### src/design/vrd_pkg.sv
package vrd_pkg;

  // Protocol constants
  localparam logic [7:0] CRC_POLY    = 8'hD5;
  localparam logic [7:0] SYNC_FIRST  = 8'hAA;
  localparam logic [7:0] SYNC_SECOND = 8'h55;

  // Register reset values
  localparam logic [15:0] TIMEOUT_RESET = 16'd500;
  localparam logic [7:0]  SEED_RESET    = 8'h00;

  // Configuration register indexes
  localparam int unsigned CFG_IDX_W = 1;
  localparam logic [CFG_IDX_W-1:0] CFG_TIMEOUT = 1'b0;
  localparam logic [CFG_IDX_W-1:0] CFG_SEED    = 1'b1;

  // Queue depth between front and back
  localparam int unsigned QUEUE_DEPTH = 2;
  localparam int unsigned QPTR_W      = $clog2(QUEUE_DEPTH);
  localparam int unsigned QCNT_W      = $clog2(QUEUE_DEPTH + 1);

  // Input mode codes as seen on the port
  typedef enum logic [1:0] {
    MODE_START = 2'd0,
    MODE_BYTE  = 2'd1,
    MODE_TICK  = 2'd2,
    MODE_NONE  = 2'd3
  } mode_e;

  // Classified operation carried through the queue
  typedef enum logic [1:0] {
    OP_START,
    OP_BYTE,
    OP_TICK,
    OP_NONE
  } op_e;

  // Reported status codes
  typedef enum logic [1:0] {
    ST_WAIT = 2'd0,
    ST_IDLE = 2'd1,
    ST_OK   = 2'd2,
    ST_ERR  = 2'd3
  } status_e;

  // Receive phases
  typedef enum logic [2:0] {
    PH_IDLE,
    PH_ERROR,
    PH_SEEK,
    PH_SYNC2,
    PH_CMD,
    PH_LEN,
    PH_DATA,
    PH_CHECK
  } phase_e;

  // One classified word in the queue
  typedef struct packed {
    op_e        op;
    logic [7:0] data;
    logic       is_sync1;
    logic       is_sync2;
  } qword_t;

  // One CRC-8 byte update, MSB first
  function automatic logic [7:0] crc_next(logic [7:0] crc, logic [7:0] b);
    logic [7:0] v;
    v = crc ^ b;
    for (int k = 0; k < 8; k++) begin
      if (v[7]) begin
        v = {v[6:0], 1'b0} ^ CRC_POLY;
      end else begin
        v = {v[6:0], 1'b0};
      end
    end
    return v;
  endfunction

endpackage

### src/design/vrd_front.sv
module vrd_front
  import vrd_pkg::*;
(
  input  logic       clk_i,
  input  logic       rst_ni,
  input  logic       in_valid_i,
  output logic       in_ready_o,
  input  logic [1:0] mode_i,
  input  logic [7:0] rx_byte_i,
  output logic       q_valid_o,
  input  logic       q_pop_i,
  output qword_t     q_word_o
);

  qword_t             entry_q [QUEUE_DEPTH];
  logic [QPTR_W-1:0]  wr_ptr_q, wr_ptr_d;
  logic [QPTR_W-1:0]  rd_ptr_q, rd_ptr_d;
  logic [QCNT_W-1:0]  count_q, count_d;
  qword_t             word_in;
  logic               push, pop;

  // Classify the incoming word
  always_comb begin
    word_in.data     = rx_byte_i;
    word_in.is_sync1 = (rx_byte_i == SYNC_FIRST);
    word_in.is_sync2 = (rx_byte_i == SYNC_SECOND);
    unique case (mode_e'(mode_i))
      MODE_START: word_in.op = OP_START;
      MODE_BYTE:  word_in.op = OP_BYTE;
      MODE_TICK:  word_in.op = OP_TICK;
      default:    word_in.op = OP_NONE;
    endcase
  end

  // Queue handshakes
  assign in_ready_o = (count_q != QCNT_W'(QUEUE_DEPTH));
  assign q_valid_o  = (count_q != '0);
  assign q_word_o   = entry_q[rd_ptr_q];
  assign push       = in_valid_i && in_ready_o;
  assign pop        = q_pop_i && q_valid_o;

  // Pointer and fill bookkeeping
  always_comb begin
    wr_ptr_d = wr_ptr_q;
    rd_ptr_d = rd_ptr_q;
    count_d  = count_q;
    if (push) begin
      wr_ptr_d = (wr_ptr_q == QPTR_W'(QUEUE_DEPTH - 1)) ? '0 : wr_ptr_q + 1'b1;
    end
    if (pop) begin
      rd_ptr_d = (rd_ptr_q == QPTR_W'(QUEUE_DEPTH - 1)) ? '0 : rd_ptr_q + 1'b1;
    end
    if (push && !pop) begin
      count_d = count_q + 1'b1;
    end else if (pop && !push) begin
      count_d = count_q - 1'b1;
    end
  end

  always_ff @(posedge clk_i or negedge rst_ni) begin
    if (!rst_ni) begin
      wr_ptr_q <= '0;
      rd_ptr_q <= '0;
      count_q  <= '0;
    end else begin
      wr_ptr_q <= wr_ptr_d;
      rd_ptr_q <= rd_ptr_d;
      count_q  <= count_d;
    end
  end

  // Queue storage
  always_ff @(posedge clk_i) begin
    if (push) begin
      entry_q[wr_ptr_q] <= word_in;
    end
  end

endmodule

### src/design/vrd_back.sv
module vrd_back
  import vrd_pkg::*;
(
  input  logic                 clk_i,
  input  logic                 rst_ni,
  input  logic                 cfg_we_i,
  input  logic [CFG_IDX_W-1:0] cfg_index_i,
  input  logic [15:0]          cfg_data_i,
  input  logic                 q_valid_i,
  output logic                 q_pop_o,
  input  qword_t               q_word_i,
  output logic                 out_valid_o,
  input  logic                 out_ready_i,
  output logic [1:0]           status_o,
  output logic                 payload_valid_o,
  output logic [7:0]           payload_byte_o,
  output logic [7:0]           payload_index_o,
  output logic [7:0]           frame_cmd_o,
  output logic [7:0]           frame_length_o
);

  logic [15:0] timeout_q;
  logic [7:0]  seed_q;

  phase_e      phase_q, phase_d;
  logic [7:0]  position_q, position_d;
  logic [7:0]  crc_q, crc_d;
  logic [7:0]  cmd_q, cmd_d;
  logic [7:0]  len_q, len_d;
  logic [15:0] silence_q, silence_d;

  logic        out_valid_q, out_valid_d;
  status_e     status_q, status_d;
  logic        pvalid_q, pvalid_d;
  logic [7:0]  pbyte_q, pbyte_d;
  logic [7:0]  pidx_q, pidx_d;

  logic        take;
  logic        active;
  logic [7:0]  crc_upd;
  logic [7:0]  pos_inc;

  // Configuration registers
  always_ff @(posedge clk_i or negedge rst_ni) begin
    if (!rst_ni) begin
      timeout_q <= TIMEOUT_RESET;
      seed_q    <= SEED_RESET;
    end else if (cfg_we_i) begin
      unique case (cfg_index_i)
        CFG_TIMEOUT: timeout_q <= cfg_data_i;
        CFG_SEED:    seed_q    <= cfg_data_i[7:0];
        default:     ;
      endcase
    end
  end

  // Take a word when the output register is free or being emptied
  assign take    = q_valid_i && (!out_valid_q || out_ready_i);
  assign q_pop_o = take;
  assign active  = (phase_q != PH_IDLE) && (phase_q != PH_ERROR);
  assign crc_upd = crc_next(crc_q, q_word_i.data);
  assign pos_inc = position_q + 8'd1;

  // Frame sequencer: next state and result
  always_comb begin
    phase_d     = phase_q;
    position_d  = position_q;
    crc_d       = crc_q;
    cmd_d       = cmd_q;
    len_d       = len_q;
    silence_d   = silence_q;
    pvalid_d    = 1'b0;
    pbyte_d     = '0;
    pidx_d      = '0;
    out_valid_d = out_ready_i ? 1'b0 : out_valid_q;

    unique case (phase_q)
      PH_IDLE:  status_d = ST_IDLE;
      PH_ERROR: status_d = ST_ERR;
      default:  status_d = ST_WAIT;
    endcase

    if (take) begin
      out_valid_d = 1'b1;
      unique case (q_word_i.op)
        OP_START: begin
          phase_d    = PH_SEEK;
          position_d = '0;
          crc_d      = seed_q;
          cmd_d      = '0;
          len_d      = '0;
          silence_d  = '0;
          status_d   = ST_WAIT;
        end
        OP_BYTE: begin
          if (active) begin
            silence_d = '0;
            status_d  = ST_WAIT;
            unique case (phase_q)
              PH_SEEK: begin
                if (q_word_i.is_sync1) begin
                  phase_d = PH_SYNC2;
                end
              end
              PH_SYNC2: begin
                if (q_word_i.is_sync2) begin
                  phase_d = PH_CMD;
                end else begin
                  phase_d  = PH_ERROR;
                  status_d = ST_ERR;
                end
              end
              PH_CMD: begin
                crc_d   = crc_upd;
                cmd_d   = q_word_i.data;
                phase_d = PH_LEN;
              end
              PH_LEN: begin
                crc_d      = crc_upd;
                len_d      = q_word_i.data;
                position_d = '0;
                phase_d    = (q_word_i.data == 8'd0) ? PH_CHECK : PH_DATA;
              end
              PH_DATA: begin
                crc_d      = crc_upd;
                pvalid_d   = 1'b1;
                pbyte_d    = q_word_i.data;
                pidx_d     = position_q;
                position_d = pos_inc;
                if (pos_inc == len_q) begin
                  phase_d = PH_CHECK;
                end
              end
              PH_CHECK: begin
                if (q_word_i.data == crc_q) begin
                  phase_d  = PH_IDLE;
                  status_d = ST_OK;
                end else begin
                  phase_d  = PH_ERROR;
                  status_d = ST_ERR;
                end
              end
              default: ;
            endcase
          end
        end
        OP_TICK: begin
          if (active) begin
            if (silence_q >= timeout_q) begin
              phase_d  = PH_ERROR;
              status_d = ST_ERR;
            end else begin
              silence_d = silence_q + 16'd1;
              status_d  = ST_WAIT;
            end
          end
        end
        default: ;
      endcase
    end
  end

  // Frame state
  always_ff @(posedge clk_i or negedge rst_ni) begin
    if (!rst_ni) begin
      phase_q     <= PH_IDLE;
      position_q  <= '0;
      crc_q       <= '0;
      cmd_q       <= '0;
      len_q       <= '0;
      silence_q   <= '0;
      out_valid_q <= 1'b0;
    end else begin
      phase_q     <= phase_d;
      position_q  <= position_d;
      crc_q       <= crc_d;
      cmd_q       <= cmd_d;
      len_q       <= len_d;
      silence_q   <= silence_d;
      out_valid_q <= out_valid_d;
    end
  end

  // Result register, loaded with each word taken
  always_ff @(posedge clk_i) begin
    if (take) begin
      status_q <= status_d;
      pvalid_q <= pvalid_d;
      pbyte_q  <= pbyte_d;
      pidx_q   <= pidx_d;
    end
  end

  assign out_valid_o     = out_valid_q;
  assign status_o        = status_q;
  assign payload_valid_o = pvalid_q;
  assign payload_byte_o  = pbyte_q;
  assign payload_index_o = pidx_q;
  assign frame_cmd_o     = cmd_q;
  assign frame_length_o  = len_q;

endmodule

### src/design/vtx_response_deframer_crc8.sv
// Channel | Handshake               | Payload
// in      | in_valid_i / in_ready_o | mode_i, rx_byte_i
// out     | out_valid_o/out_ready_i | status_o, payload_*_o, frame_cmd_o, frame_length_o
// cfg     | cfg_we_i (no wait)      | cfg_index_i, cfg_data_i
//
// One word per cycle sustained while out_ready_i is high; acceptance writes a
// word to the two-entry queue, then the sequencer takes it when the result
// register is free or being emptied and loads its result. The CRC-8 byte update
// is combinational. Reset clears the queue, frame state and result valid; registers
// return to timeout 500 and seed 0. The input stalls only when the queue is full.
module vtx_response_deframer_crc8
  import vrd_pkg::*;
(
  input  logic                 clk_i,
  input  logic                 rst_ni,
  input  logic                 in_valid_i,
  output logic                 in_ready_o,
  input  logic [1:0]           mode_i,
  input  logic [7:0]           rx_byte_i,
  output logic                 out_valid_o,
  input  logic                 out_ready_i,
  output logic [1:0]           status_o,
  output logic                 payload_valid_o,
  output logic [7:0]           payload_byte_o,
  output logic [7:0]           payload_index_o,
  output logic [7:0]           frame_cmd_o,
  output logic [7:0]           frame_length_o,
  input  logic                 cfg_we_i,
  input  logic [CFG_IDX_W-1:0] cfg_index_i,
  input  logic [15:0]          cfg_data_i
);

  logic   q_valid;
  logic   q_pop;
  qword_t q_word;

  // Accept and classify
  vrd_front u_front (
    .clk_i      (clk_i),
    .rst_ni     (rst_ni),
    .in_valid_i (in_valid_i),
    .in_ready_o (in_ready_o),
    .mode_i     (mode_i),
    .rx_byte_i  (rx_byte_i),
    .q_valid_o  (q_valid),
    .q_pop_i    (q_pop),
    .q_word_o   (q_word)
  );

  // Frame sequencer and result register
  vrd_back u_back (
    .clk_i           (clk_i),
    .rst_ni          (rst_ni),
    .cfg_we_i        (cfg_we_i),
    .cfg_index_i     (cfg_index_i),
    .cfg_data_i      (cfg_data_i),
    .q_valid_i       (q_valid),
    .q_pop_o         (q_pop),
    .q_word_i        (q_word),
    .out_valid_o     (out_valid_o),
    .out_ready_i     (out_ready_i),
    .status_o        (status_o),
    .payload_valid_o (payload_valid_o),
    .payload_byte_o  (payload_byte_o),
    .payload_index_o (payload_index_o),
    .frame_cmd_o     (frame_cmd_o),
    .frame_length_o  (frame_length_o)
  );

endmodule

### config.mk
export PLATFORM = sky130hd
export DESIGN_NAME = vtx_response_deframer_crc8
export DESIGN_NICKNAME = d
export VERILOG_FILES = /design/src/design/vrd_pkg.sv /design/src/design/vrd_front.sv /design/src/design/vrd_back.sv /design/src/design/vtx_response_deframer_crc8.sv
export SDC_FILE = /design/constraint.sdc
export NUM_CORES = 1
export LEC_CHECK = 0
export ABC_AREA = 0
export ABC_CLOCK_PERIOD_IN_PS = 3700
export BUFFER_PORTS_ARGS = -buffer_cell sky130_fd_sc_hd__buf_2
export CAP_MARGIN = 20
export CORE_ASPECT_RATIO = 1.75
export CORE_UTILIZATION = 30
export CTS_BUF_LIST = sky130_fd_sc_hd__clkbuf_4 sky130_fd_sc_hd__clkbuf_8 sky130_fd_sc_hd__clkbuf_16
export CTS_CLUSTER_SIZE = 10
export DETAILED_ROUTE_END_ITERATION = 6
export GPL_ROUTABILITY_DRIVEN = 0
export PLACE_DENSITY = 0.44
export SLEW_MARGIN = 25
export SYNTH_ARGS = -nofsm -noshare
export SYNTH_HDL_FRONTEND = slang
export SYNTH_HIERARCHICAL = 1
export SYNTH_SLANG_ARGS = --single-unit
### constraint.sdc
create_clock -name clk_i -period 3.7 [get_ports clk_i]
set_input_delay 1.11 -clock clk_i [delete_from_list [all_inputs] [get_ports clk_i]]
set_output_delay 1.11 -clock clk_i [all_outputs]
set_load 0.01 [all_outputs]
=== After elaboration in Yosys (flattened, before gate mapping) ===
Memories as Yosys holds them, arrays and structs flattened.
Index checks and enable logic that the tools add are counted.

* Memories kept: 1
* Output and inout port bits: 37
* Input bits: 32
* Register bits: 99
* RAM bits: 24
* Word-level logic and storage cells: 145

* Magnitude comparators: 1
* Reductions and logical operators: 31
* Equality and inequality tests: 28
* Bitwise logic cells: 10
* Multiplexer cells: 52
* $add $sub $neg: 6

{| class="wikitable"
|+ Memories
! memory !! words !! bits a word !! rd ports !! clocked after memory_dff !! write ports !! line !! RTL
|-
| u_front.entry_q || 2 || 12 || 1 || 0 || 1 || vrd_front.sv:15 || <nowiki>qword_t entry_q [QUEUE_DEPTH];</nowiki>
|}

{| class="wikitable"
|+ Operators with widths
! cell !! count
|-
| two-way mux 8 bit || 15
|-
| case mux 8 bit (2 select lines) || 5
|-
| two-way mux 16 bit || 3
|-
| case mux 16 bit (3 select lines) || 1
|-
| NOT 5 bit || 8
|-
| two-way mux 3 bit || 6
|-
| case mux 3 bit (6 select lines) || 1
|-
| adder 16 x 1 -> 16 bit (second input constant) || 1
|-
| == test 8 bit || 2
|-
| >= comparator 16 bit || 1
|-
| AND reduction 4 bit || 4
|-
| == test 3 bit (second input constant) || 4
|-
| two-way mux 2 bit || 6
|-
| case mux 2 bit (3 select lines) || 2
|-
| two-way mux 1 bit || 10
|-
| != test 2 bit (second input constant) || 5
|-
| case mux 3 bit (3 select lines) || 1
|-
| adder 8 x 1 -> 8 bit (second input constant) || 1
|-
| == test 8 x 7 -> 1 bit (second input constant) || 1
|-
| == test 8 bit (second input constant) || 1
|-
| logical NOT 8 bit || 1
|-
| case mux 2 bit (2 select lines) || 2
|-
| AND reduction 8 bit || 1
|-
| nonzero test 2 bit || 4
|-
| other kinds (24) || 42
|}

=== Longest topological paths before layout ===
Gate-level depths: netlist (run 1).
An unclocked memory read counts as a cell.

* Word-level depth: 21
* Depth in mapped cells: 11

=== Hierarchy ===
The synthesis (run 1) kept the hierarchy.

{| class="wikitable"
|+ Modules (own cells, without submodules)
! module !! cells each !! area each (um^2) !! times used
|-
| vrd_back || 517 || 5118.7 || 1
|-
| vrd_front || 63 || 1138.6 || 1
|}

=== Worst setup path after synthesis (run 1) ===
No wires, ideal clock.

* Kind: input-to-reg
* Start: input out_ready_i
* End: register u_back.position_q[5]
* Path buffers: 1
* Arrival: 2729 ps
* Cell stages on the path: 8
* Library setup time: 132 ps
* Data required time: 3568 ps
* Slack: 839 ps
* Cell sequence: nand2b_1 nand2_1 clkinv_1 nand3_1 clkbuf_1 nor2b_1 o21ai_0 o31ai_1

* Cells in the longest elaborated chain, start to end: 3

{| class="wikitable"
|+ Ends and longest elaborated chain
! item !! line !! RTL
|-
| from (decl) || vtx_response_deframer_crc8.sv:21 || <nowiki>input logic out_ready_i,</nowiki>
|-
| logical OR 1 bit || vrd_back.sv:58 || <nowiki>assign take = q_valid_i && (!out_valid_q || out_ready_i);</nowiki>
|-
| logical AND 1 bit || vrd_back.sv:58 ||
|-
| net q_pop || vtx_response_deframer_crc8.sv:34 || <nowiki>logic q_pop;</nowiki>
|-
| AND reduction 4 bit (no line) || n/a ||
|-
| to (signal assigned) || vrd_back.sv:175 || <nowiki>position_q <= position_d;</nowiki>
|-
| to (decl) || vrd_back.sv:26 || <nowiki>logic [7:0] position_q, position_d;</nowiki>
|}

The timed path passes the listed nets, and every way through them passes these cells.
A chain may end at the register's enable or synchronous reset.

==> flow_summary.ini, run 1 <==
[finish]
seq_area_sq_um = 3300
drive_gt1_frac = 0.241
multi_input_area_sq_um = 2750
fin_nets = 711
reg.largest.list = u_front/entry_q: 24 flops, u_back/silence_q: 16 flops, u_back/timeout_q: 16 flops
largest_register_ffs = 24
final_cell_mix = nand2_1 (77), dfrtp_1 (74), buf_2 (67)
layout_commonest_cell = nand2_1
n_antenna_cell = 0
syn_to_final_growth_pct = 20.6
largest_register = u_front/entry_q
fillers = 2052

[worst_setup_path]
critPathRequiredTime_ns = 4.01
endpoint_kind = register
worst_ep_arrival_time_ns = 3.15
critical-path-max-stage-delay_ns = 0.59
cp.buffers_inverters = 0
cp_top_family = simple AND/OR/NAND/NOR gates
cp_cell_sequence = mux2_2, ha_1, nor3_1, nand4_1, nor3_2, a31oi_1, a41o_1
critPathKind = register to register
r2r-start = u_front/rd_ptr_q
crit_path_start_kind = register
crit_path_start = u_front/rd_ptr_q
cp_slowest_cell = dfrtp_1
critPathMaxFanout = 10

[clock_tree]
post_cts_buffers = 0
clock-root-buffer = clkbuf_16
clk_pin_slew_ns = 0.06
clk_path_buf_depth = 2
cts.sinks = 123
clk-insertion-delay-late_ns = 0.42
htreeDepth = 4
postCtsHoldBufs = 0
post_cts_resized = 0
cts_tree = yes
cts_made_buffers = 17

[global_routing]
use_met1 = 0.152
grt_max_degree = 57
grt-busiest-layer = met2
grt_use_total = 0.153
overflow = 0
grt_pass1_vias = 4736
grt_pass1_wl_microns = 24900
antenna_found_initial = 0
met2_usage = 0.296
globalRouteMet3Util = 0.0309

[routing]
vias = 4505
drtIter0Drc = 145
drcViolationCount = 10
viasPerCell = 4.92
wl_microns = 15500
ant_nets = 0
dr.pass1.iters = 6
wl_per_cell_microns = 17.0

[placement]
dpl_worst_slack_ns = 0.748
dp_hpwl_microns = 11700
portBuffers = 68

[yosys]
synth_fa_ha_area_frac = 0.0480
synth_top_area_share = 0.296
synth_seq_area_share = 0.527
synth_area_leaders = dfrtp_1 (30%), edfxtp_1 (21%), xnor2_1 (5.3%)
ys_types = 60
synth_top_cell_by_area = dfrtp_1
synth_top_family_by_area = simple AND/OR/NAND/NOR gates
yosys.area_share.simple = 0.160
synth_ff_type = dfrtp_1
syn_inst = 580
yosys_register_bits = 123
synth_xor_area_frac = 0.0766
synth_edf_count = 43
ys_warn_count = 6
async_flop_share = 0.650
synth-compound-area-share = 0.106
synth_mux_area_frac = 0.0478
syn_area_sq_um = 6260
synth_nets = 636
avgSynthCellArea_sq_um = 10.8

[timing]
rsz0062_at_grt = no
timing.final.ws_setup_ns = 0.853
period_share = 0.769
fmax_ghz = 0.351
setup_violations = 0
clock_skew_ns = 0.00668
finalHoldViolCount = 0
finalMaxSlewViolations = 0
tightest_slew_ns = 0.795
tns_ns = 0
max_slew_margin = 0.470
layout_min_cycle_time_ns = 2.85

[hold_path]
hold_path_class = register to register
min_from = u_back/frame_cmd_o[5]

[power_and_ir_drop]
switching_share = 0.359
pwr-share-clk = 0.296
pwr-share-seq = 0.323
total_leakage_power_nw = 3.18
p_switching_w = 0.00222
comb_power_share = 0.381
p_per_area_nw_per_um2 = 818
p_int_w = 0.00395
ir_drop_uv = 295
design_power_total_w = 0.00617

[floorplanning]
num_rows = 69
ios = 69
die_height_microns = 193
fp.dieArea_sq_um = 21500
core_sq_um = 20400
chipWidth_microns = 111
initial_core_util = 0.307

[outcome]
violations = design-rule violations
status = finished with violations

[flow_run]
max-cap-violations = 0
layer usage:
| layer | part of all wire | vias up |
|---|---|---|
| met5 | 0 | - |
| met4 | 0.040 | 0 |
| met3 | 0.031 | 33 |
| met2 | 0.56 | 104 |
| met1 | 0.36 | 2182 |
| li1 | - | 2186 |
power by group through the flow:
stage               clock network (W)  logic (W)  registers, W
floorplan                           0    0.00173       0.00200
global placement                    0    0.00237       0.00201
detailed placement                  0    0.00239       0.00202
CTS                           0.00188    0.00241       0.00200
global route                  0.00193    0.00261       0.00203
finish                        0.00183    0.00235       0.00199
cell usage after synthesis (9+ instances only):
library cell and n:
a21oi_1 9, and2_1 9, clkbuf_1 18, dfrtp_1 74
edfxtp_1 43, ha_1 24, inv_1 25, mux2_2 23
nand2_1 77, nand3_1 9, nand4_1 10, nor2_1 46
o21ai_0 58, o21ai_1 9, xnor2_1 38, xor2_1 13
area by class of cell:
cell class	instances	share of cell area
clock inverter	15	0.0294
inverter	26	0.0129
sequential	123	0.437
tap	248	0.0411
multi-input combinational	406	0.364
clock buffer	17	0.0564
timing repair buffer	81	0.0584
worst paths after layout:
kind,cells after the start,endpoint,slack [ns]
setup / recovery,7,u_back/silence_q[5],0.85
hold / removal,2,u_back/frame_cmd_o[5],0.47
setup reg to reg,7,u_back/silence_q[5],0.85
hold reg to reg,2,u_back/frame_cmd_o[5],0.47
max in group asynchronous,2,u_back/silence_q[3],2.23
min in group asynchronous,1,u_back/timeout_q[14],0.77
per-stage QoR:
step,utilization,instance area [sq um],hold WS [ns],cells
2_1_floorplan,-,6260,0.461,580
3_3_place_gp,0.339,6900,0.469,884
3_5_place_dp,0.339,6900,0.469,884
4_1_cts,0.370,7540,0.482,916
5_1_grt,0.370,7540,0.516,916
6_report,0.370,7540,0.472,916
worst reg2reg max path, stage by stage (launching register included):
cell     delay (ns)
dfrtp_1        0.59
mux2_2         0.42
ha_1           0.26
nor3_1         0.40
nand4_1        0.41
nor3_2         0.32
a31oi_1        0.12
a41o_1         0.21
kinds of logic after synthesis:
logic type	after synthesis
AOI/OAI and AO/OA	106
xor gates and xnor gates	53
DFF	123
and+or+nand+nor	196
adders and majority gates	24
muxes	27
buffers and inverters	51
(Power assumes the default switching activity.)
==> run 2: changes to the inputs <==
--- a/config.mk
+++ b/config.mk
@@ -6,7 +6,7 @@
 export NUM_CORES = 1
 export LEC_CHECK = 0
 export ABC_AREA = 0
-export ABC_CLOCK_PERIOD_IN_PS = 3700
+export ABC_CLOCK_PERIOD_IN_PS = 2300
 export BUFFER_PORTS_ARGS = -buffer_cell sky130_fd_sc_hd__buf_2
 export CAP_MARGIN = 20
 export CORE_ASPECT_RATIO = 1.75
@@ -15,7 +15,7 @@
 export CTS_CLUSTER_SIZE = 10
 export DETAILED_ROUTE_END_ITERATION = 6
 export GPL_ROUTABILITY_DRIVEN = 0
-export PLACE_DENSITY = 0.44
+export PLACE_DENSITY = 0.46
 export SLEW_MARGIN = 25
 export SYNTH_ARGS = -nofsm -noshare
 export SYNTH_HDL_FRONTEND = slang
==> constraint.sdc (replaced) <==
create_clock -name clk_i -period 2.3 [get_ports clk_i]
set_input_delay 0.69 -clock clk_i [delete_from_list [all_inputs] [get_ports clk_i]]
set_output_delay 0.69 -clock clk_i [all_outputs]
set_load 0.01 [all_outputs]
==> run 2 against run 1 <==
  * The run ends with design-rule violations, negative setup slack left
  * Sequential power up 60%
  * Total power up 80%
  * Sequential share of layout area down 4.8 points
  * Final area up 12%
  * Final cell count up 6.6%
  * Largest cell class unchanged
==> flow_summary.ini, run 2 (synthesized netlist as in run 1, its figures left out) <==
[clock_tree]
cts_tree = yes
clk_pin_slew_ns = 0.06
clock-root-buffer = clkbuf_16
postCtsHoldBufs = 0
cts_made_buffers = 17
htreeDepth = 4
cts.sinks = 123
clk-insertion-delay-late_ns = 0.42
clk_path_buf_depth = 2

[worst_setup_path]
critical-path-max-stage-delay_ns = 0.40
critPathMaxFanout = 6
endpoint_kind = register
critPathRequiredTime_ns = 2.60
worst_ep_arrival_time_ns = 2.63
critPathKind = register to register
cp_top_family = compound AO/OA/AOI/OAI gates
cp_slowest_cell = dfrtp_1
crit_path_frequent_cell = buf_4
crit_path_start_kind = register
cp.buffers_inverters = 3
cp_cell_sequence = buf_4, mux2_4, ha_4, buf_4, nor2_1, o32a_1, o21a_1, o31ai_4, buf_4, a221o_1

[routing]
dr.pass1.iters = 7
wl_microns = 16300
drtIter0Drc = 158
ant_nets = 0
viasPerCell = 4.86
vias = 4740
wl_per_cell_microns = 16.7
drcViolationCount = 14

[timing]
max_slew_margin = 0.608
finalHoldViolCount = 0
setup_violations = 4
tightest_slew_ns = 0.588
rsz0062_at_grt = yes
finalMaxSlewViolations = 0
fmax_ghz = 0.429
period_share = 1.01
clock_skew_ns = 0.00868
tns_ns = -0.0674
timing.final.ws_setup_ns = -0.0331
layout_min_cycle_time_ns = 2.33
whs_ns = 0.305

[power_and_ir_drop]
p_per_area_nw_per_um2 = 1310
total_leakage_power_nw = 3.57
ir_drop_uv = 422

[finish]
fillers = 1949
largest_register_ffs = 24
layout.cells.non_filler = 976
layout_commonest_cell = nand2_1
fin_nets = 771
design_area_sq_um = 8470
n_antenna_cell = 0
largest_register = u_front/entry_q
reg.largest.list = u_front/entry_q: 24 flops, u_back/silence_q: 16 flops, u_back/timeout_q: 16 flops
syn_to_final_growth_pct = 35.4
final_cell_mix = nand2_1 (75), dfrtp_1 (74), buf_2 (67), buf_4 (67), o21ai_0 (55)
drive_gt1_frac = 0.371

[placement]
dp_hpwl_microns = 11900
dpl_worst_slack_ns = -0.157
place_area_sq_um = 7330
portBuffers = 68
dp_cells = 936

[global_routing]
grt_use_total = 0.159
grt_max_degree = 81
grt_pass1_vias = 4948
grt_pass1_wl_microns = 25700
antenna_found_initial = 0
overflow = 0

[floorplanning]
fp.dieArea_sq_um = 21500
initial_core_util = 0.307
die_height_microns = 193
num_rows = 69
chipWidth_microns = 111
core_sq_um = 20400
ios = 69

[outcome]
violations = design-rule violations, negative setup slack
status = finished with violations

[flow_run]
max-cap-violations = 0

[hold_path]
hold_path_class = input port to async pin
run 2: what timing repair did:
action / in CTS / in global routing
setup buffers: 3 / 4
pin swaps: 13 / 25
setup endpoints to repair: 30 / 46
gates resized for setup: 31 / 50
cloned: 0 / 1
run 2: where the power goes:
part	total (W)	leakage (nW)	internal, W	switching (W)
Combinational	0.00521	1.84	0.00256	0.00266
Clock	0.00271	0.301	0.00178	0.000932
Sequential	0.00318	1.44	0.00284	0.000344
run 2: area by class of cell:
type	instances	area, sq um	area share
tap	248	310	0.0366
clock buffer	25	522	0.0616
multi-input combinational	406	3210	0.379
clock inverter	7	85.1	0.0100
sequential	123	3300	0.390
timing repair buffer	141	948	0.112
inverter	26	98.8	0.0117
run 2: path summary, 6_finish.rpt:
| check | from | end | slack [ns] | cells past startpoint |
|---|---|---|---|---|
| min in group clk_i | mode_i[0] | u_front/entry_q[1][10] | 0.46 | 1 |
| max | u_front/rd_ptr_q | u_back/phase_q[2] | -0.03 | 10 |
| min reg2reg | u_back/frame_cmd_o[0] | u_back/frame_cmd_o[0] | 0.47 | 2 |
| max reg2reg | u_front/rd_ptr_q | u_back/phase_q[2] | -0.03 | 10 |
| min | rst_ni | u_back/frame_cmd_o[0] | 0.31 | 2 |
| max in group asynchronous | rst_ni | u_back/timeout_q[8] | 1.64 | 2 |
run 2: stage by stage:
stage	utilization	power, W
after floorplan	-	0.00604
after global placement	0.360	0.00767
after global routing	0.416	0.0118
final	0.416	0.0111
after CTS	0.400	0.0108
after detailed placement	0.360	0.00769
run 2: metal layers:
layer  share of wire  global-route usage
met3           0.030              0.0325
met4           0.054               0.113
met5               0                   0
met2            0.57               0.304
met1            0.35               0.152
